`config.mk`:
```
export PLATFORM = sky130hd
export DESIGN_NAME = hydraulic_cycle_sequencer_flat
export DESIGN_NICKNAME = d
export VERILOG_FILES = /design/src/hw/rtl/hcs_pkg.sv /design/src/hw/rtl/hcs_cmd_if.sv /design/src/hw/rtl/hcs_res_if.sv /design/src/hw/rtl/hcs_cfg_if.sv /design/src/hw/rtl/hcs_cfg_regs.sv /design/src/hw/rtl/hcs_core.sv /design/src/hw/rtl/hydraulic_cycle_sequencer.sv /design/src/flat_wrapper.sv
export SDC_FILE = /design/constraint.sdc
export NUM_CORES = 1
export LEC_CHECK = 0
export ABC_CLOCK_PERIOD_IN_PS = 4500
export BUFFER_PORTS_ARGS = -buffer_cell sky130_fd_sc_hd__buf_2
export CAP_MARGIN = 20
export CORE_ASPECT_RATIO = 1.25
export CORE_MARGIN = 2
export CORE_UTILIZATION = 34
export DETAILED_ROUTE_END_ITERATION = 10
export GPL_ROUTABILITY_DRIVEN = 0
export PLACE_DENSITY_LB_ADDON = 0.12
export SLEW_MARGIN = 10
export SYNTH_ARGS = -nofsm -noshare
export SYNTH_HDL_FRONTEND = slang
export SYNTH_HIERARCHICAL = 1
export SYNTH_SLANG_ARGS = --single-unit
export TNS_END_PERCENT = 50
```
`constraint.sdc`:
```
create_clock -name clk -period 4.5 [get_ports clk]
set_input_delay 0.225 -clock clk [delete_from_list [all_inputs] [get_ports clk]]
set_output_delay 0.225 -clock clk [all_outputs]
set_load 0.01 [all_outputs]
```
`src/hw/rtl/hcs_pkg.sv`:
```
`default_nettype none
// ----------------------------------------------------------------------------
// hcs_pkg
// Shared types, codes and constants of the hydraulic cycle sequencer.
// ----------------------------------------------------------------------------
package hcs_pkg;

  localparam int MS_W   = 20;
  localparam int PSI_W  = 16;
  localparam int CIDX_W = 3;

  localparam logic [MS_W-1:0] MS_MAX = {MS_W{1'b1}};

  // pins watched by the new-press check, and the limit switch pins
  localparam logic [3:0] PIN_WATCH_LO = 4'd2;
  localparam logic [3:0] PIN_WATCH_HI = 4'd5;
  localparam logic [3:0] PIN_EXT_LIM  = 4'd6;
  localparam logic [3:0] PIN_RET_LIM  = 4'd7;

  // register indexes
  localparam logic [CIDX_W-1:0] CFG_LIMIT_STABLE = 3'd0;
  localparam logic [CIDX_W-1:0] CFG_START_STABLE = 3'd1;
  localparam logic [CIDX_W-1:0] CFG_TIMEOUT      = 3'd2;
  localparam logic [CIDX_W-1:0] CFG_EXT_PSI      = 3'd3;
  localparam logic [CIDX_W-1:0] CFG_RET_PSI      = 3'd4;

  typedef enum logic [2:0] {
    OP_TICK      = 3'd0,
    OP_PIN       = 3'd1,
    OP_MAN_EXT   = 3'd2,
    OP_MAN_RET   = 3'd3,
    OP_MAN_STOP  = 3'd4,
    OP_RESET     = 3'd5,
    OP_CLR_LOCK  = 3'd6
  } op_t;

  typedef enum logic [2:0] {
    ST_IDLE = 3'd0,
    ST_DEB  = 3'd1,
    ST_S1   = 3'd2,
    ST_S1W  = 3'd3,
    ST_S2   = 3'd4,
    ST_S2W  = 3'd5,
    ST_MEXT = 3'd6,
    ST_MRET = 3'd7
  } seq_st_t;

  typedef enum logic [1:0] {
    EV_NONE    = 2'd0,
    EV_CHANGE  = 2'd1,
    EV_ABORT   = 2'd2,
    EV_TIMEOUT = 2'd3
  } ev_t;

  localparam logic [1:0] STAGE_NONE = 2'd0;
  localparam logic [1:0] STAGE_EXT  = 2'd1;
  localparam logic [1:0] STAGE_RET  = 2'd2;

  typedef struct packed {
    logic [MS_W-1:0]  limit_stable_ms;
    logic [MS_W-1:0]  start_stable_ms;
    logic [MS_W-1:0]  state_timeout_ms;
    logic [PSI_W-1:0] extend_pressure_limit;
    logic [PSI_W-1:0] retract_pressure_limit;
  } cfg_t;

  typedef struct packed {
    logic [2:0]       op;
    logic [3:0]       pin;
    logic             pin_level;
    logic             start_button;
    logic             held_at_start;
    logic             extend_limit;
    logic             retract_limit;
    logic             pressure_ready;
    logic [PSI_W-1:0] pressure;
  } item_t;

  typedef struct packed {
    logic       extend_relay;
    logic       retract_relay;
    logic [2:0] seq_state;
    logic [1:0] stage;
    logic       handled;
    logic [1:0] event_res;
    logic       locked_out;
    logic       pressure_limit_hit;
    logic       timeout_error;
  } result_t;

endpackage
`default_nettype wire

```
`src/hw/rtl/hcs_cmd_if.sv`:
```
`default_nettype none
// ----------------------------------------------------------------------------
// hcs_cmd_if
// Input item channel: valid/ready with the event fields.
// ----------------------------------------------------------------------------
interface hcs_cmd_if;
  logic        valid;
  logic        ready;
  logic [2:0]  op;
  logic [3:0]  pin;
  logic        pin_level;
  logic        start_button;
  logic        held_at_start;
  logic        extend_limit;
  logic        retract_limit;
  logic        pressure_ready;
  logic [15:0] pressure;

  modport source (
    output valid, op, pin, pin_level, start_button, held_at_start,
           extend_limit, retract_limit, pressure_ready, pressure,
    input  ready
  );
  modport sink (
    input  valid, op, pin, pin_level, start_button, held_at_start,
           extend_limit, retract_limit, pressure_ready, pressure,
    output ready
  );
endinterface
`default_nettype wire

```
`src/hw/rtl/hcs_res_if.sv`:
```
`default_nettype none
// ----------------------------------------------------------------------------
// hcs_res_if
// Result channel: valid/ready with relay drives, state and event flags.
// ----------------------------------------------------------------------------
interface hcs_res_if;
  logic       valid;
  logic       ready;
  logic       extend_relay;
  logic       retract_relay;
  logic [2:0] seq_state;
  logic [1:0] stage;
  logic       handled;
  logic [1:0] event_res;
  logic       locked_out;
  logic       pressure_limit_hit;
  logic       timeout_error;

  modport source (
    output valid, extend_relay, retract_relay, seq_state, stage, handled,
           event_res, locked_out, pressure_limit_hit, timeout_error,
    input  ready
  );
  modport sink (
    input  valid, extend_relay, retract_relay, seq_state, stage, handled,
           event_res, locked_out, pressure_limit_hit, timeout_error,
    output ready
  );
endinterface
`default_nettype wire

```
`src/hw/rtl/hcs_cfg_if.sv`:
```
`default_nettype none
// ----------------------------------------------------------------------------
// hcs_cfg_if
// Register write channel: valid/ready with register index and data.
// ----------------------------------------------------------------------------
interface hcs_cfg_if;
  logic        valid;
  logic        ready;
  logic [2:0]  index;
  logic [19:0] data;

  modport source (output valid, index, data, input ready);
  modport sink   (input valid, index, data, output ready);
endinterface
`default_nettype wire

```
`src/hw/rtl/hcs_cfg_regs.sv`:
```
`default_nettype none
// ----------------------------------------------------------------------------
// hcs_cfg_regs
// Configuration register file, written one beat at a time.
// ----------------------------------------------------------------------------
module hcs_cfg_regs (
  input  logic          clk,
  input  logic          rst,
  hcs_cfg_if.sink       cfg,
  output hcs_pkg::cfg_t regs
);
  import hcs_pkg::*;

  // writes are always taken
  assign cfg.ready = 1'b1;

  // register decode, out-of-range indexes are dropped
  always_ff @(posedge clk) begin
    if (rst) begin
      regs.limit_stable_ms        <= MS_W'(100);
      regs.start_stable_ms        <= MS_W'(100);
      regs.state_timeout_ms       <= MS_W'(30000);
      regs.extend_pressure_limit  <= PSI_W'(25000);
      regs.retract_pressure_limit <= PSI_W'(25000);
    end else if (cfg.valid) begin
      unique case (cfg.index)
        CFG_LIMIT_STABLE: regs.limit_stable_ms        <= cfg.data;
        CFG_START_STABLE: regs.start_stable_ms        <= cfg.data;
        CFG_TIMEOUT:      regs.state_timeout_ms       <= cfg.data;
        CFG_EXT_PSI:      regs.extend_pressure_limit  <= cfg.data[PSI_W-1:0];
        CFG_RET_PSI:      regs.retract_pressure_limit <= cfg.data[PSI_W-1:0];
        default: ;
      endcase
    end
  end
endmodule
`default_nettype wire

```
`src/hw/rtl/hcs_core.sv`:
```
`default_nettype none
// ----------------------------------------------------------------------------
// hcs_core
// Sequencer state and its single-pass update for one registered item.
// ----------------------------------------------------------------------------
module hcs_core (
  input  logic             clk,
  input  logic             rst,
  input  hcs_pkg::cfg_t    regs,
  input  hcs_pkg::item_t   item,
  input  logic             commit,
  output hcs_pkg::result_t result
);
  import hcs_pkg::*;

  typedef struct packed {
    seq_st_t         st;
    logic [MS_W-1:0] state_elapsed;
    logic            limit_on;
    logic [MS_W-1:0] limit_elapsed;
    logic            release_allowed;
    logic            lockout;
    logic            rly_ext;
    logic            rly_ret;
  } core_t;

  core_t cur;
  core_t nxt;
  logic  aborted;
  logic  timed_out;
  logic  handled;
  logic  phit;
  logic  ext_p;
  logic  ret_p;
  logic  watch_rise;
  logic  in_s1;
  logic  in_auto;
  logic  ev_change;

  function automatic logic [MS_W-1:0] sat_inc(input logic [MS_W-1:0] v);
    return (v == MS_MAX) ? v : v + MS_W'(1);
  endfunction

  // state change clears the state time and the limit timer
  function automatic core_t go_state(input core_t s, input seq_st_t n);
    core_t r;
    r = s;
    if (s.st != n) begin
      r.st            = n;
      r.state_elapsed = '0;
      r.limit_on      = 1'b0;
      r.limit_elapsed = '0;
    end
    return r;
  endfunction

  function automatic core_t abort_state(input core_t s, input logic tmo);
    core_t r;
    r                 = s;
    r.rly_ext         = 1'b0;
    r.rly_ret         = 1'b0;
    r                 = go_state(r, ST_IDLE);
    r.release_allowed = 1'b0;
    if (tmo) r.lockout = 1'b1;
    return r;
  endfunction

  // pressure threshold compares
  assign ext_p = item.pressure_ready && (item.pressure >= regs.extend_pressure_limit);
  assign ret_p = item.pressure_ready && (item.pressure >= regs.retract_pressure_limit);

  assign watch_rise = cur.release_allowed && (item.pin >= PIN_WATCH_LO) &&
                      (item.pin <= PIN_WATCH_HI) && item.pin_level && !item.held_at_start;
  assign in_s1   = (cur.st == ST_S1) || (cur.st == ST_S1W);
  assign in_auto = in_s1 || (cur.st == ST_S2) || (cur.st == ST_S2W);

  // next state for the current item
  always_comb begin
    nxt       = cur;
    aborted   = 1'b0;
    timed_out = 1'b0;
    handled   = 1'b0;
    phit      = 1'b0;
    case (item.op)
      OP_TICK: begin
        nxt.state_elapsed = sat_inc(cur.state_elapsed);
        if (cur.limit_on) nxt.limit_elapsed = sat_inc(cur.limit_elapsed);
        if (cur.st != ST_IDLE && nxt.state_elapsed > regs.state_timeout_ms) begin
          nxt       = abort_state(nxt, 1'b1);
          aborted   = 1'b1;
          timed_out = 1'b1;
        end else begin
          case (cur.st)
            ST_DEB: begin
              if (nxt.state_elapsed >= regs.start_stable_ms) begin
                nxt                 = go_state(nxt, ST_S1);
                nxt.rly_ext         = 1'b1;
                nxt.rly_ret         = 1'b0;
                nxt.release_allowed = 1'b1;
              end
            end
            ST_MEXT: begin
              if (item.extend_limit || ext_p) begin
                nxt.rly_ext = 1'b0;
                nxt         = go_state(nxt, ST_IDLE);
              end
            end
            ST_MRET: begin
              if (item.retract_limit || ret_p) begin
                nxt.rly_ret = 1'b0;
                nxt         = go_state(nxt, ST_IDLE);
              end
            end
            ST_S1, ST_S1W, ST_S2, ST_S2W: begin
              phit = in_s1 ? ext_p : ret_p;
              if (!((in_s1 ? item.extend_limit : item.retract_limit) || phit)) begin
                nxt.limit_on      = 1'b0;
                nxt.limit_elapsed = '0;
              end else if (!cur.limit_on) begin
                nxt.limit_on      = 1'b1;
                nxt.limit_elapsed = '0;
              end else if (nxt.limit_elapsed >= regs.limit_stable_ms) begin
                if (in_s1) begin
                  nxt         = go_state(nxt, ST_S2);
                  nxt.rly_ext = 1'b0;
                  nxt.rly_ret = 1'b1;
                end else begin
                  nxt.rly_ret         = 1'b0;
                  nxt                 = go_state(nxt, ST_IDLE);
                  nxt.release_allowed = 1'b0;
                end
                nxt.limit_on      = 1'b0;
                nxt.limit_elapsed = '0;
              end
            end
            default: ;
          endcase
        end
      end
      OP_PIN: begin
        handled = 1'b1;
        if (cur.st == ST_IDLE) begin
          if (cur.lockout || !item.start_button) handled = 1'b0;
          else nxt = go_state(cur, ST_DEB);
        end else if (cur.st == ST_DEB) begin
          if (!item.start_button) begin
            nxt     = abort_state(cur, 1'b0);
            aborted = 1'b1;
          end
        end else if (in_auto) begin
          if (watch_rise || (in_s1 && !cur.release_allowed && !item.start_button)) begin
            nxt     = abort_state(cur, 1'b0);
            aborted = 1'b1;
          end else if (item.pin == (in_s1 ? PIN_EXT_LIM : PIN_RET_LIM) && item.pin_level) begin
            nxt.limit_on      = 1'b1;
            nxt.limit_elapsed = '0;
            // leaving a moving stage stops the timer again
            if (cur.st == ST_S1)      nxt = go_state(nxt, ST_S1W);
            else if (cur.st == ST_S2) nxt = go_state(nxt, ST_S2W);
          end
        end
      end
      OP_MAN_EXT: begin
        if (cur.st == ST_IDLE && !cur.lockout && !item.extend_limit && !ext_p) begin
          nxt         = go_state(cur, ST_MEXT);
          nxt.rly_ext = 1'b1;
          handled     = 1'b1;
        end
      end
      OP_MAN_RET: begin
        if (cur.st == ST_IDLE && !cur.lockout && !item.retract_limit && !ret_p) begin
          nxt         = go_state(cur, ST_MRET);
          nxt.rly_ret = 1'b1;
          handled     = 1'b1;
        end
      end
      OP_MAN_STOP: begin
        if (cur.st == ST_MEXT || cur.st == ST_MRET) begin
          if (cur.st == ST_MEXT) nxt.rly_ext = 1'b0;
          else nxt.rly_ret = 1'b0;
          nxt     = go_state(nxt, ST_IDLE);
          handled = 1'b1;
        end
      end
      OP_RESET: begin
        nxt     = abort_state(cur, 1'b0);
        aborted = 1'b1;
      end
      OP_CLR_LOCK: nxt.lockout = 1'b0;
      default: ;
    endcase
  end

  // result fields from the updated state
  assign ev_change = (nxt.st != cur.st);

  always_comb begin
    result.extend_relay       = nxt.rly_ext;
    result.retract_relay      = nxt.rly_ret;
    result.seq_state          = nxt.st;
    result.handled            = handled;
    result.locked_out         = nxt.lockout;
    result.pressure_limit_hit = phit;
    result.timeout_error      = timed_out;
    if (timed_out)      result.event_res = EV_TIMEOUT;
    else if (aborted)   result.event_res = EV_ABORT;
    else if (ev_change) result.event_res = EV_CHANGE;
    else                result.event_res = EV_NONE;
    if (nxt.st == ST_S1 || nxt.st == ST_S1W)      result.stage = STAGE_EXT;
    else if (nxt.st == ST_S2 || nxt.st == ST_S2W) result.stage = STAGE_RET;
    else                                          result.stage = STAGE_NONE;
  end

  // state register, updated once per committed item
  always_ff @(posedge clk) begin
    if (rst) begin
      cur <= '{st: ST_IDLE, default: '0};
    end else if (commit) begin
      cur <= nxt;
    end
  end
endmodule
`default_nettype wire

```
`src/hw/rtl/hydraulic_cycle_sequencer.sv`:
```
`default_nettype none
// ----------------------------------------------------------------------------
// hydraulic_cycle_sequencer
// Two-stage extend/retract cylinder sequencer with manual moves and lockout.
// ----------------------------------------------------------------------------
// an accepted item is held in the input register, then its result in the result register that drives res
// throughput: one item per cycle while res is not stalled, set by the single-pass state update
// a stalled result holds the input stage; both stages stall together
// reset (rst, synchronous): idle, relays off, no lockout, registers to defaults
// ----------------------------------------------------------------------------
module hydraulic_cycle_sequencer (
  input  logic      clk,
  input  logic      rst,
  hcs_cmd_if.sink   cmd,
  hcs_res_if.source res,
  hcs_cfg_if.sink   cfg
);
  import hcs_pkg::*;

  cfg_t    regs;
  item_t   item_q;
  logic    item_valid;
  result_t res_d;
  result_t res_q;
  logic    res_valid;
  logic    advance;
  logic    commit;

  hcs_cfg_regs u_cfg (
    .clk  (clk),
    .rst  (rst),
    .cfg  (cfg),
    .regs (regs)
  );

  hcs_core u_core (
    .clk    (clk),
    .rst    (rst),
    .regs   (regs),
    .item   (item_q),
    .commit (commit),
    .result (res_d)
  );

  // pipeline flow control
  assign advance   = !res_valid || res.ready;
  assign commit    = item_valid && advance;
  assign cmd.ready = !item_valid || advance;

  // input register
  always_ff @(posedge clk) begin
    if (rst) begin
      item_valid <= 1'b0;
    end else if (cmd.valid && cmd.ready) begin
      item_valid <= 1'b1;
    end else if (advance) begin
      item_valid <= 1'b0;
    end
  end

  always_ff @(posedge clk) begin
    if (cmd.valid && cmd.ready) begin
      item_q <= '{op: cmd.op, pin: cmd.pin, pin_level: cmd.pin_level,
                  start_button: cmd.start_button, held_at_start: cmd.held_at_start,
                  extend_limit: cmd.extend_limit, retract_limit: cmd.retract_limit,
                  pressure_ready: cmd.pressure_ready, pressure: cmd.pressure};
    end
  end

  // result register
  always_ff @(posedge clk) begin
    if (rst) begin
      res_valid <= 1'b0;
    end else if (commit) begin
      res_valid <= 1'b1;
    end else if (res.ready) begin
      res_valid <= 1'b0;
    end
  end

  always_ff @(posedge clk) begin
    if (commit) res_q <= res_d;
  end

  // result beat
  assign res.valid              = res_valid;
  assign res.extend_relay       = res_q.extend_relay;
  assign res.retract_relay      = res_q.retract_relay;
  assign res.seq_state          = res_q.seq_state;
  assign res.stage              = res_q.stage;
  assign res.handled            = res_q.handled;
  assign res.event_res          = res_q.event_res;
  assign res.locked_out         = res_q.locked_out;
  assign res.pressure_limit_hit = res_q.pressure_limit_hit;
  assign res.timeout_error      = res_q.timeout_error;
endmodule
`default_nettype wire
```
`src/flat_wrapper.sv`:
```
// flat-port wrapper written by rule: the top's interface ports become plain ports
module hydraulic_cycle_sequencer_flat import hcs_pkg::*;
  (clk, rst, cmd_valid, cmd_op, cmd_pin, cmd_pin_level, cmd_start_button, cmd_held_at_start, cmd_extend_limit, cmd_retract_limit, cmd_pressure_ready, cmd_pressure, cmd_ready, res_valid, res_extend_relay, res_retract_relay, res_seq_state, res_stage, res_handled, res_event_res, res_locked_out, res_pressure_limit_hit, res_timeout_error, res_ready, cfg_valid, cfg_index, cfg_data, cfg_ready);
  hcs_cmd_if cmd_i ();
  hcs_res_if res_i ();
  hcs_cfg_if cfg_i ();
  input  logic clk;
  input  logic rst;
  input wire logic [$bits(cmd_i.valid)-1:0] cmd_valid;
  input wire logic [$bits(cmd_i.op)-1:0] cmd_op;
  input wire logic [$bits(cmd_i.pin)-1:0] cmd_pin;
  input wire logic [$bits(cmd_i.pin_level)-1:0] cmd_pin_level;
  input wire logic [$bits(cmd_i.start_button)-1:0] cmd_start_button;
  input wire logic [$bits(cmd_i.held_at_start)-1:0] cmd_held_at_start;
  input wire logic [$bits(cmd_i.extend_limit)-1:0] cmd_extend_limit;
  input wire logic [$bits(cmd_i.retract_limit)-1:0] cmd_retract_limit;
  input wire logic [$bits(cmd_i.pressure_ready)-1:0] cmd_pressure_ready;
  input wire logic [$bits(cmd_i.pressure)-1:0] cmd_pressure;
  output wire logic [$bits(cmd_i.ready)-1:0] cmd_ready;
  output wire logic [$bits(res_i.valid)-1:0] res_valid;
  output wire logic [$bits(res_i.extend_relay)-1:0] res_extend_relay;
  output wire logic [$bits(res_i.retract_relay)-1:0] res_retract_relay;
  output wire logic [$bits(res_i.seq_state)-1:0] res_seq_state;
  output wire logic [$bits(res_i.stage)-1:0] res_stage;
  output wire logic [$bits(res_i.handled)-1:0] res_handled;
  output wire logic [$bits(res_i.event_res)-1:0] res_event_res;
  output wire logic [$bits(res_i.locked_out)-1:0] res_locked_out;
  output wire logic [$bits(res_i.pressure_limit_hit)-1:0] res_pressure_limit_hit;
  output wire logic [$bits(res_i.timeout_error)-1:0] res_timeout_error;
  input wire logic [$bits(res_i.ready)-1:0] res_ready;
  input wire logic [$bits(cfg_i.valid)-1:0] cfg_valid;
  input wire logic [$bits(cfg_i.index)-1:0] cfg_index;
  input wire logic [$bits(cfg_i.data)-1:0] cfg_data;
  output wire logic [$bits(cfg_i.ready)-1:0] cfg_ready;
  assign cmd_i.valid = cmd_valid;
  assign cmd_i.op = cmd_op;
  assign cmd_i.pin = cmd_pin;
  assign cmd_i.pin_level = cmd_pin_level;
  assign cmd_i.start_button = cmd_start_button;
  assign cmd_i.held_at_start = cmd_held_at_start;
  assign cmd_i.extend_limit = cmd_extend_limit;
  assign cmd_i.retract_limit = cmd_retract_limit;
  assign cmd_i.pressure_ready = cmd_pressure_ready;
  assign cmd_i.pressure = cmd_pressure;
  assign cmd_ready = cmd_i.ready;
  assign res_valid = res_i.valid;
  assign res_extend_relay = res_i.extend_relay;
  assign res_retract_relay = res_i.retract_relay;
  assign res_seq_state = res_i.seq_state;
  assign res_stage = res_i.stage;
  assign res_handled = res_i.handled;
  assign res_event_res = res_i.event_res;
  assign res_locked_out = res_i.locked_out;
  assign res_pressure_limit_hit = res_i.pressure_limit_hit;
  assign res_timeout_error = res_i.timeout_error;
  assign res_i.ready = res_ready;
  assign cfg_i.valid = cfg_valid;
  assign cfg_i.index = cfg_index;
  assign cfg_i.data = cfg_data;
  assign cfg_ready = cfg_i.ready;
  hydraulic_cycle_sequencer u_core (.clk(clk), .rst(rst), .cmd(cmd_i), .res(res_i), .cfg(cfg_i));
endmodule
```
==> reports/metrics.yaml, run 1 <==
finish:
  drive_gt1_share_pct: 17.2
  fin_cells: 1812
  antenna_cells: 0
  nets: 1532
  utilization_pct: 41.3
  area_growth_syn_to_layout_pct: 20.5
worst_setup_path:
  reg2reg_slack_ps: 170
  arrival_ps: 4520
  start_kind: "flop"
  worstSetupPathType: "flop to flop"
  ff2ff_path_depth: 21
  critPathCaptureType: "flop"
  slowest_delay_ps: 390
  timing.rr.end: "u_core/res.event_res[0]"
  cp_cell_sequence: "ha_2, nand2_1, or3_4, o41ai_4, or2_4, nor2_1, nand2_1, nor2_1, or2_2, ha_1, nand2_2, nor4_4, a221oi_2, o21ai_1, buf_4, o2111ai_4, buf_6, o21ai_1, a21oi_2, nor3_2, o31a_1"
  worstPathRequired_ps: 4690
  crit_start: "u_core/u_core/cur[5]"
  regToRegStartpoint: "u_core/u_core/cur[5]"
  crit_fanout: 5
  cp_slowest_cell: "or3_4"
logic_synthesis:
  ys_warn_count: 6
  yosysSeqAreaShare_pct: 36.9
  synth_compound_area_share_pct: 13.7
  synth_fa_ha_area_share_pct: 10.7
  muxShareOfSynthArea_pct: 9.03
  synth_top_area_share_pct: 25.6
  synth_cell_type_count: 83
  async_flop_share_pct: 0
  synth_top_family_by_area: "simple AND/OR/NAND/NOR gates"
  synth_top_cell_by_area: "dfxtp_1"
  syn_inst: 1258
  synth_seq_cells: 184
  syn_area_um2: 11100
  ys.flop_type: "dfxtp_1"
  syn_nets: 1409
  synth.area.top_cells: "dfxtp_1 (26%), edfxtp_1 (11%), ha_1 (11%)"
  synthXorXnorAreaFrac_pct: 1.73
  syn_avg_cell_area_um2: 8.84
  yosys.area_share.simple_pct: 21.5
  synth_edf_count: 42
floorplan:
  rows: 74
  floorplan.initialDensity_pct: 34.3
  die_area_um2: 34200
  core-area_um2: 32400
  dieWidth_um: 166
  die_h_um: 206
  boundaryPins: 73
hold_path:
  min_path_cells: 3
  worstHoldEndpoint: "u_core/u_cfg/regs[36]"
  hp-class: "input pin to flop"
  hold_start: "cfg_data[4]"
sta:
  setup_tns_ps: 0
  finalCriticalPeriod_ps: 4330
  clock-skew-final_ps: 13.9
  setup_viol: 0
  relSlewSlack_pct: 26.3
  finalHoldViolCount: 0
  fmax_mhz: 231
  rsz0062_at_grt: "true"
  maxSlewViolCount: 0
  worst_slew_pin_slew_ps: 1100
  fin_crit_sh_pct: 96.2
power:
  p_comb_share_pct: 10.4
  p_int_mw: 2.81
  p_seq_share_pct: 47.4
  totalPowerFinal_mw: 3.74
  powerDensity_nw_per_um2: 279
  swShare_pct: 24.8
  leakage_nw: 5.76
  switchingPower_mw: 0.927
  peakVddDrop_v: 0.000204
  pwr-share-clk_pct: 42.2
global_routing:
  grt_pass1_vias: 9070
  grt_max_degree: 85
  overflow: 0
  grt_pass1_wl_um: 49100
  antenna_found_initial: 0
  grtUsageTotal_pct: 18.5
cts:
  numCtsBuffers: 17
  cts_sinks: 184
  cts_max_level: 4
  cts_tree: "built"
  cts_buffer_depth: 2
  insertion_delay_ps: 450
  cts-root-buf: "clkbuf_16"
  clk_pin_slew_worst_paths_ps: 70
drt:
  drc_errors: 0
  dr.pass1.iters: 5
  viasPerCell: 5.06
  drt_iter0_drc: 397
  vias: 9167
  routed_wl_um: 31300
  wl_per_cell_um: 17.3
  ant_nets: 0
outcome:
  status: "finished, final reports clean"
run:
  drv_cap: 0
placement:
  placedCellCount: 1742
  dp_hpwl_um: 23600
  io_buffers: 71
[synthesized netlist by cell type, drive strengths merged, types with 31 or more instances]
cell    instances
o21ai          51
a21oi          77
mux2i          92
nor2          123
nand3          32
inv           111
ha             94
dfxtp         142
nand2b         96
edfxtp         42
nand2          74
a22oi          31
[power groups by stage]
| stage | clock network [mW] | logic (mW) | registers, mW |
|---|---|---|---|
| after global routing | 1.68 | 0.430 | 1.78 |
| final | 1.58 | 0.389 | 1.77 |
| after CTS | 1.63 | 0.381 | 1.77 |
| after floorplan | 0 | 0.242 | 1.79 |
| after global placement | 0 | 0.356 | 1.81 |
| after detailed placement | 0 | 0.357 | 1.81 |
[metal layers]
metal / GRT usage [%] / part of all wire (%) / vias up
met5: 0 / 0 / -
met2: 33.2 / 51 / 148
li1: - / - / 4633
met3: 2.55 / 2.8 / 46
met4: 7.98 / 2.8 / 0
met1: 22.1 / 43 / 4340
[logic make-up after synthesis]
family / after synthesis
AND/OR/NAND/NOR: 457
other: 1
multiplexers: 99
AO/OA/AOI/OAI: 230
buffers and inverters: 170
adder cells (fa/ha/maj): 95
flip-flops: 184
XOR/XNOR: 22
[metrics by stage]
stage | instance area, µm² | hold WS, ps | setup WS [ps]
after floorplan | 11100 | 287 | 140
after global placement | 12200 | 401 | -140
after detailed placement | 12200 | 403 | -200
after CTS | 13100 | 24.3 | 0.438
after global routing | 13400 | 66.1 | -78.1
final | 13400 | 53.8 | 173
[sequential cells by signal, indices dropped and copies added (netlist names)]
name,cells
u_core/item_q,29
u_core/item_valid,1
u_core/res.event_res,2
u_core/res.extend_relay,1
u_core/res.handled,1
u_core/res.locked_out,1
u_core/res.pressure_limit_hit,1
u_core/res.retract_relay,1
u_core/res.seq_state,3
u_core/res.stage,2
u_core/res.timeout_error,1
u_core/res.valid,1
u_core/u_cfg/regs,92
u_core/u_core/cur,48
[timing repair]
item / 4_1_cts / 5_1_grt
setup buffers: 2 / 6
resized for setup: 7 / 51
hold endpoints to repair: 30 / 0
setup endpoints to repair: 23 / 54
pin swaps: 1 / 20
cloned: 0 / 0
hold buffers: 30 / 0
[worst max-delay path: cells and delay by family, from the launching register on]
kind / cells / cell delay (ps)
buf+inv: 2 / 310
compound gates: 7 / 1600
fa+ha+maj: 2 / 460
flops: 1 / 360
simple gates: 10 / 1330
[worst max-delay path by stage]
stage / endpoint / slack [ps] / cells past startpoint
floorplan: u_core/res.stage[1] / 140 / 19
global placement: u_core/u_core/cur[37] / -140 / 19
detailed placement: u_core/u_core/cur[35] / -200 / 20
CTS: u_core/res.event_res[0] / 0.4 / 19
global route: u_core/res.event_res[0] / -80 / 21
finish: u_core/res.event_res[0] / 170 / 21
[cell type report]
cell class / instances / area [µm²]
repair buffers: 162 / 1160
clock buffers: 26 / 522
flip-flops and latches: 184 / 4110
inverters: 112 / 420
clock inverters: 6 / 87.6
multi-input cells: 904 / 6580
fillers: 3324 / 19000
well taps: 418 / 523
[placed cells by master, fill, tap and decap left out, types with 31 or more instances in the layout]
master,count
ha_1,93
buf_4,58
dfxtp_1,140
nand2_1,72
buf_2,70
inv_1,111
edfxtp_1,42
nand3_1,31
o21ai_0,43
mux2i_1,92
nor2_1,121
a22oi_1,31
a21oi_1,74
nand2b_1,96
Power figures use the tool's default switching activity.
==> inputs of run 2 (changes only) <==
ABC_AREA = 1   (was default)
==> reports/metrics.yaml, run 2 <==
finish:
  regMostFlops: "u_core/u_cfg/regs"  # unchanged
  multi_input_comb_area_um2: 6330  # was 6580 µm²
  seqCellArea_um2: 4110  # about the same
  reg_top3: "u_core/u_cfg/regs (92), u_core/u_core/cur (48), u_core/item_q (29)"  # unchanged
  area_growth_syn_to_layout_pct: 15.0  # was 20.5%
  largest_register_ffs: 92  # unchanged
  final_area_um2: 13500  # was 13400 µm²
  layout_common_cells: "nand2_1 (393), inv_1 (250), nor2_1 (217)"  # was dfxtp_1 (140), nor2_1 (121), inv_1 (111)
  fill_cells: 3622  # was 3324
  drive_gt1_share_pct: 10.5  # was 17.2%
  utilization_pct: 39.8  # was 41.3%
  final_common_cell: "nand2_1"  # was dfxtp_1
  antenna_cells: 0  # unchanged
  nets: 1941  # was 1532
global_routing:
  grt_max_degree: 51  # was 85
  grtUsageTotal_pct: 19.3  # was 18.5%
  grt_pass1_vias: 10500  # was 9070
  antenna_found_initial: 2  # was 0
  overflow: 0  # unchanged
  grt_pass1_wl_um: 54300  # was 49100 µm
logic_synthesis:
  synth_cell_type_count: 43  # was 83
  synth_top_area_share_pct: 24.3  # was 25.6%
  syn_nets: 1862  # was 1409
  syn_area_um2: 11700  # was 11100 µm²
  yosysMostFrequentCell: "nand2_1"  # was dfxtp_1
  syn_avg_cell_area_um2: 6.84  # was 8.84 µm²
  yosysSeqAreaShare_pct: 35.1  # was 36.9%
  syn_inst: 1711  # was 1258
  ys.flop_type: "dfxtp_1"  # unchanged
  synth_seq_cells: 184  # unchanged
  ys_warn_count: 6  # unchanged
  async_flop_share_pct: 0  # unchanged
  synth.area.top_cells: "dfxtp_1 (24%), nand2_1 (13%), edfxtp_1 (11%)"  # was dfxtp_1 (26%), edfxtp_1 (11%), ha_1 (11%)
  synth_top_cell_by_area: "dfxtp_1"  # unchanged
  synth_common_cells: "nand2_1 (397), inv_1 (251), nor2_1 (227)"  # was dfxtp_1 (142), nor2_1 (123), inv_1 (111)
  synth_edf_count: 42  # unchanged
worst_setup_path:
  start_kind: "flop"  # unchanged
  worstPathRequired_ps: 4710  # was 4690 ps
  path_common_cell: "nand2_1"
  slowest_delay_ps: 380  # was 390 ps
  crit_fanout: 6  # was 5
  critPathCaptureType: "flop"  # unchanged
  worstSetupPathType: "flop to flop"  # unchanged
  cp_slowest_cell: "dfxtp_1"  # was or3_4
  arrival_ps: 4330  # was 4520 ps
drt:
  drt_iter0_drc: 834  # was 397
  viasPerCell: 4.88  # was 5.06
  dr_wl_met2_um: 16100  # was 15900 µm
  vias: 10900  # was 9167
  ant_nets: 0  # unchanged
  wl_per_cell_um: 15.1  # was 17.3 µm
  drc_errors: 0  # unchanged
  wl_met3_um: 1020  # was 868 µm
  wl_met1_um: 15300  # was 13600 µm
  highest_layer: "met5"  # was met4
  dr.pass1.iters: 7  # was 5
  routed_wl_um: 33500  # was 31300 µm
placement:
  place_area_um2: 12400  # was 12200 µm²
  io_buffers: 71  # unchanged
  pre_cts_slack_ps: 39.7  # was -200 ps
  dp_hpwl_um: 25100  # was 23600 µm
sta:
  finalHoldViolCount: 0  # unchanged
  relSlewSlack_pct: 38.0  # was 26.3%
  setup_ws_ps: 376  # was 173 ps
  maxSlewViolCount: 0  # unchanged
  worst_slew_pin_slew_ps: 928  # was 1100 ps
  finalCriticalPeriod_ps: 4120  # was 4330 ps
  setup_viol: 0  # unchanged
  rsz0062_at_grt: "true"  # unchanged
  clock-skew-final_ps: 14.9  # was 13.9 ps
  fin_crit_sh_pct: 91.7  # was 96.2%
  fmax_mhz: 242  # was 231 MHz
power:
  totalPowerFinal_mw: 3.81  # was 3.74 mW
  powerDensity_nw_per_um2: 283  # was 279 nW/µm²
  peakVddDrop_v: 0.000258  # was 0.000204 V
  leakage_nw: 6.09  # was 5.76 nW
cts:
  cts_max_level: 4  # unchanged
  cts_sinks: 184  # unchanged
  cts-root-buf: "clkbuf_16"  # unchanged
  numCtsBuffers: 17  # unchanged
  clk_pin_slew_worst_paths_ps: 70  # about the same
  cts_buffer_depth: 2  # unchanged
  insertion_delay_ps: 460  # was 450 ps
  cts_tree: "built"  # unchanged
hold_path:
  hp-class: "input pin to flop"  # unchanged
floorplan:
  dieWidth_um: 170  # was 166 µm
  die_h_um: 211  # was 206 µm
  boundaryPins: 73  # unchanged
  rows: 75  # was 74
  core-area_um2: 33800  # was 32400 µm²
  floorplan.initialDensity_pct: 34.6  # was 34.3%
  die_area_um2: 35900  # was 34200 µm²
run:
  drv_cap: 0  # unchanged
outcome:
  status: "finished, final reports clean"  # unchanged
## run 2: cell types whose count changed in the layout (fill, tap and decap cells not counted), sizes merged, moves of 92 or more
cell / previous run / this run
nand2: 74 / 398
nor2: 123 / 235
mux2i: 92 / 0
inv: 111 / 263
nand3: 32 / 166
nand2b: 96 / 0
## run 2: report_power, final
part | internal [mW] | total [mW] | switching (mW)
Clock | 0.752 | 1.48 | 0.730
Combinational | 0.185 | 0.542 | 0.357
Sequential | 1.75 | 1.79 | 0.0376
Total | 2.69 | 3.81 | 1.12
## run 2: cells by family (layout without fill, tap and decap cells)
family	after synthesis	count (layout)	synth area share (%)
XOR/XNOR	29	29	2.17
AO/OA/AOI/OAI	207	207	9.51
flip-flops	184	184	35.1
buffers and inverters	334	426	11.9
AND/OR/NAND/NOR	862	862	31.3
other	1	1	0.0321
adder cells (fa/ha/maj)	94	94	10.1
## run 2: final timing paths
check / cells after the start / endpoint / startpoint / slack [ps]
worst max-delay path: 32 / u_core/res.event_res[0] / u_core/u_core/cur[5] / 380
worst min-delay path: 3 / u_core/u_cfg/regs[78] / cfg_data[6] / 40
worst max register to register: 32 / u_core/res.event_res[0] / u_core/u_core/cur[5] / 380
worst min register to register: 2 / u_core/u_cfg/regs[24] / u_core/u_cfg/regs[24] / 460
## run 2: metrics by stage
step / std cells / hold slack, ps / setup TNS, ps
after floorplan: 1711 / 287 / 0
after global placement: 2157 / 401 / -10.7
after detailed placement: 2157 / 403 / 0
after CTS: 2224 / 10.5 / 0
after global routing: 2226 / 30.7 / -30.6
final: 2226 / 41.5 / 0
## run 2: final cells by class
type                       instances  share of cell area, %
multi-input combinational       1193                   47.0
sequential                       184                   30.5
inverter                         260                   7.28
timing repair buffer             134                   7.05
tap                              423                   3.93
clock buffer                      18                   3.35
clock inverter                    14                  0.855
## run 2: critical path: cells and delay by family (launching register included)
family | cells | cell delay, ps
adder cells (fa/ha/maj) | 2 | 460
AO/OA/AOI/OAI | 2 | 170
flip-flops | 1 | 380
AND/OR/NAND/NOR | 22 | 2190
XOR/XNOR | 1 | 180
buffers and inverters | 5 | 490
## run 2: repair_timing
item	in CTS	in global routing
hold buffers	35	0
setup buffers	0	2
setup endpoints to repair	0	56
hold endpoints to repair	37	0
resized for setup	0	32
## run 2: per-layer routing
metal	GRT usage, %	vias to the layer above
met2	33.3	198
met3	3.10	62
met1	23.5	4954
met4	8.58	4
met5	0	-
li1	-	5646
==> inputs of run 3 (changes only) <==
CELL_PAD_IN_SITES_DETAIL_PLACEMENT = 1   (was default)
CELL_PAD_IN_SITES_GLOBAL_PLACEMENT = 1   (was default)
==> reports/metrics.yaml, run 3 (synthesized netlist as in run 2, its figures left out) <==
cts:
  cts_buffer_depth: 2  # unchanged
  cts-root-buf: "clkbuf_16"  # unchanged
  numCtsBuffers: 17  # unchanged
  cts_setup_buffers: 0  # unchanged
  cts_tree: "built"  # unchanged
  cts_sinks: 184  # unchanged
  clk_pin_slew_worst_paths_ps: 70  # about the same
  insertion_delay_ps: 460  # about the same
  cts_max_level: 4  # unchanged
worst_setup_path:
  slowest_delay_ps: 360  # was 380 ps
  crit_fanout: 9  # was 6
  reg2reg_slack_ps: 390  # was 380 ps
  ff2ff_path_depth: 24  # was 32
  cp-endpoint: "u_core/res.event_res[0]"  # unchanged
  path_common_cell: "nand2_1"  # unchanged
  worstSetupPathType: "flop to flop"  # unchanged
  cp_slowest_cell: "dfxtp_1"  # unchanged
  timing.rr.end: "u_core/res.event_res[0]"  # unchanged
  critPathCaptureType: "flop"  # unchanged
  cp_cell_sequence: "ha_1, nand3_1, nor2_1, nand3_1, nor3_2, nand3_2, nand4_1, xor2_1, ha_1, a21oi_1, o21ai_0, nand2_1, nand3_1, a21oi_1, nand4_1, nand2_1, inv_1, nand2_1, nand2_1, nand2_1, nand3_1, nand2_1, nor2_1, a21oi_1"
  worstPathRequired_ps: 4810  # was 4710 ps
  arrival_ps: 4420  # was 4330 ps
  start_kind: "flop"  # unchanged
  crit_start: "u_core/u_core/cur[25]"  # was u_core/u_core/cur[5]
  regToRegStartpoint: "u_core/u_core/cur[25]"  # was u_core/u_core/cur[5]
power:
  peakVddDrop_v: 0.000175  # was 0.000258 V
  leakage_nw: 6.13  # was 6.09 nW
  powerDensity_nw_per_um2: 288  # was 283 nW/µm²
  totalPowerFinal_mw: 3.90  # was 3.81 mW
drt:
  drc_errors: 0  # unchanged
  drt_iter0_drc: 609  # was 834
  wl_per_cell_um: 16.8  # was 15.1 µm
  viasPerCell: 5.00  # was 4.88
  dr.pass1.iters: 5  # was 7
  routed_wl_um: 37500  # was 33500 µm
  ant_nets: 0  # unchanged
  vias: 11100  # was 10900
finish:
  final_common_cell: "nand2_1"  # unchanged
  area_growth_syn_to_layout_pct: 15.6  # was 15.0%
  multi_input_comb_area_um2: 6350  # was 6330 µm²
  layout_common_cells: "nand2_1 (396), inv_1 (250), nor2_1 (218)"  # was nand2_1 (393), inv_1 (250), nor2_1 (217)
  largest_register_ffs: 92  # unchanged
  regMostFlops: "u_core/u_cfg/regs"  # unchanged
  seqCellArea_um2: 4110  # about the same
  nets: 1943  # was 1941
  fin_cells: 2228  # was 2226
  antenna_cells: 0  # unchanged
  fill_cells: 4306  # was 3622
  reg_top3: "u_core/u_cfg/regs (92), u_core/u_core/cur (48), u_core/item_q (29)"  # unchanged
  drive_gt1_share_pct: 11.0  # was 10.5%
run:
  drv_cap: 0  # unchanged
sta:
  fin_crit_sh_pct: 91.4  # was 91.7%
  clock-skew-final_ps: 11.0  # was 14.9 ps
  setup_viol: 0  # unchanged
  fmax_mhz: 243  # was 242 MHz
  rsz0062_at_grt: "true"  # unchanged
  worst_slew_pin_slew_ps: 1060  # was 928 ps
  maxSlewViolCount: 0  # unchanged
  finalHoldViolCount: 0  # unchanged
  finalCriticalPeriod_ps: 4110  # was 4120 ps
  relSlewSlack_pct: 29.0  # was 38.0%
placement:
  io_buffers: 71  # unchanged
  dp_hpwl_um: 28700  # was 25100 µm
  placedCellCount: 2165  # was 2157
floorplan:
  core-area_um2: 33800  # unchanged
  die_h_um: 211  # unchanged
  dieWidth_um: 170  # unchanged
  floorplan.initialDensity_pct: 34.6  # unchanged
  rows: 75  # unchanged
  die_area_um2: 35900  # unchanged
  boundaryPins: 73  # unchanged
outcome:
  status: "finished, final reports clean"  # unchanged
global_routing:
  grt_pass1_vias: 11600  # was 10500
  use_met3_pct: 2.21  # was 3.10%
  antenna_found_initial: 0  # was 2
  grt_pass1_wl_um: 60400  # was 54300 µm
  grtUsageMet2_pct: 39.7  # was 33.3%
  busiest_layer: "met2"  # unchanged
  grtUsageTotal_pct: 21.5  # was 19.3%
  overflow: 0  # unchanged
  grt_max_degree: 58  # was 51
  grtUsageMet1_pct: 25.8  # was 23.5%
hold_path:
  min_path_cells: 3  # unchanged
  hp-class: "input pin to flop"  # unchanged
-- run 3: power by group --
part           internal [mW]  switching [mW]
logic                  0.185           0.371
registers               1.75          0.0377
clock network          0.843           0.715
-- run 3: layer usage --
layer	share of wire [%]	up-vias	routed length (µm)
met2	51	142	19300
li1	-	5629	-
met1	44	5322	16600
met3	1.8	45	690
met5	0	-	0
met4	2.4	0	913
-- run 3: how the worst min path moves through the flow --
| stage | end | startpoint |
|---|---|---|
| after floorplan | u_core/item_valid | rst |
| after global placement | u_core/item_q[0] | cmd_pressure[0] |
| after detailed placement | u_core/item_q[10] | cmd_pressure[10] |
| after CTS | u_core/u_cfg/regs[3] | cfg_data[3] |
| after global routing | u_core/item_valid | cmd_valid |
| final | u_core/u_cfg/regs[44] | cfg_data[12] |
-- run 3: what timing repair did --
action                     CTS  global route
hold endpoints to repair    31             0
resized for setup            0            32
hold buffers                31             0
setup endpoints to repair    0            55
-- run 3: worst max-delay path, delay by kind of cell (launching register included) --
family | cells | cell delay (ps)
simple gates | 16 | 1990
flops | 1 | 360
compound gates | 4 | 700
xor+xnor | 1 | 350
fa+ha+maj | 2 | 530
buf+inv | 1 | 50
-- run 3: through the flow --
stage,hold WS (ps),setup WS [ps],area (µm²),utilization (%),setup TNS (ps)
2_1_floorplan,287,810,11700,-,0
3_3_place_gp,401,201,12500,36.9,0
3_5_place_dp,403,100,12500,36.9,0
4_1_cts,0.198,73.2,13400,39.6,0
5_1_grt,18.2,-9.61,13500,40.0,-9.61
6_report,10.2,388,13500,40.0,0
-- run 3: area by class of cell --
class	count	share of cell area, %
multi-input combinational	1193	46.9
clock buffer	23	3.92
timing repair buffer	136	7.11
sequential	184	30.4
tap	423	3.91
inverter	260	7.23
clock inverter	9	0.527
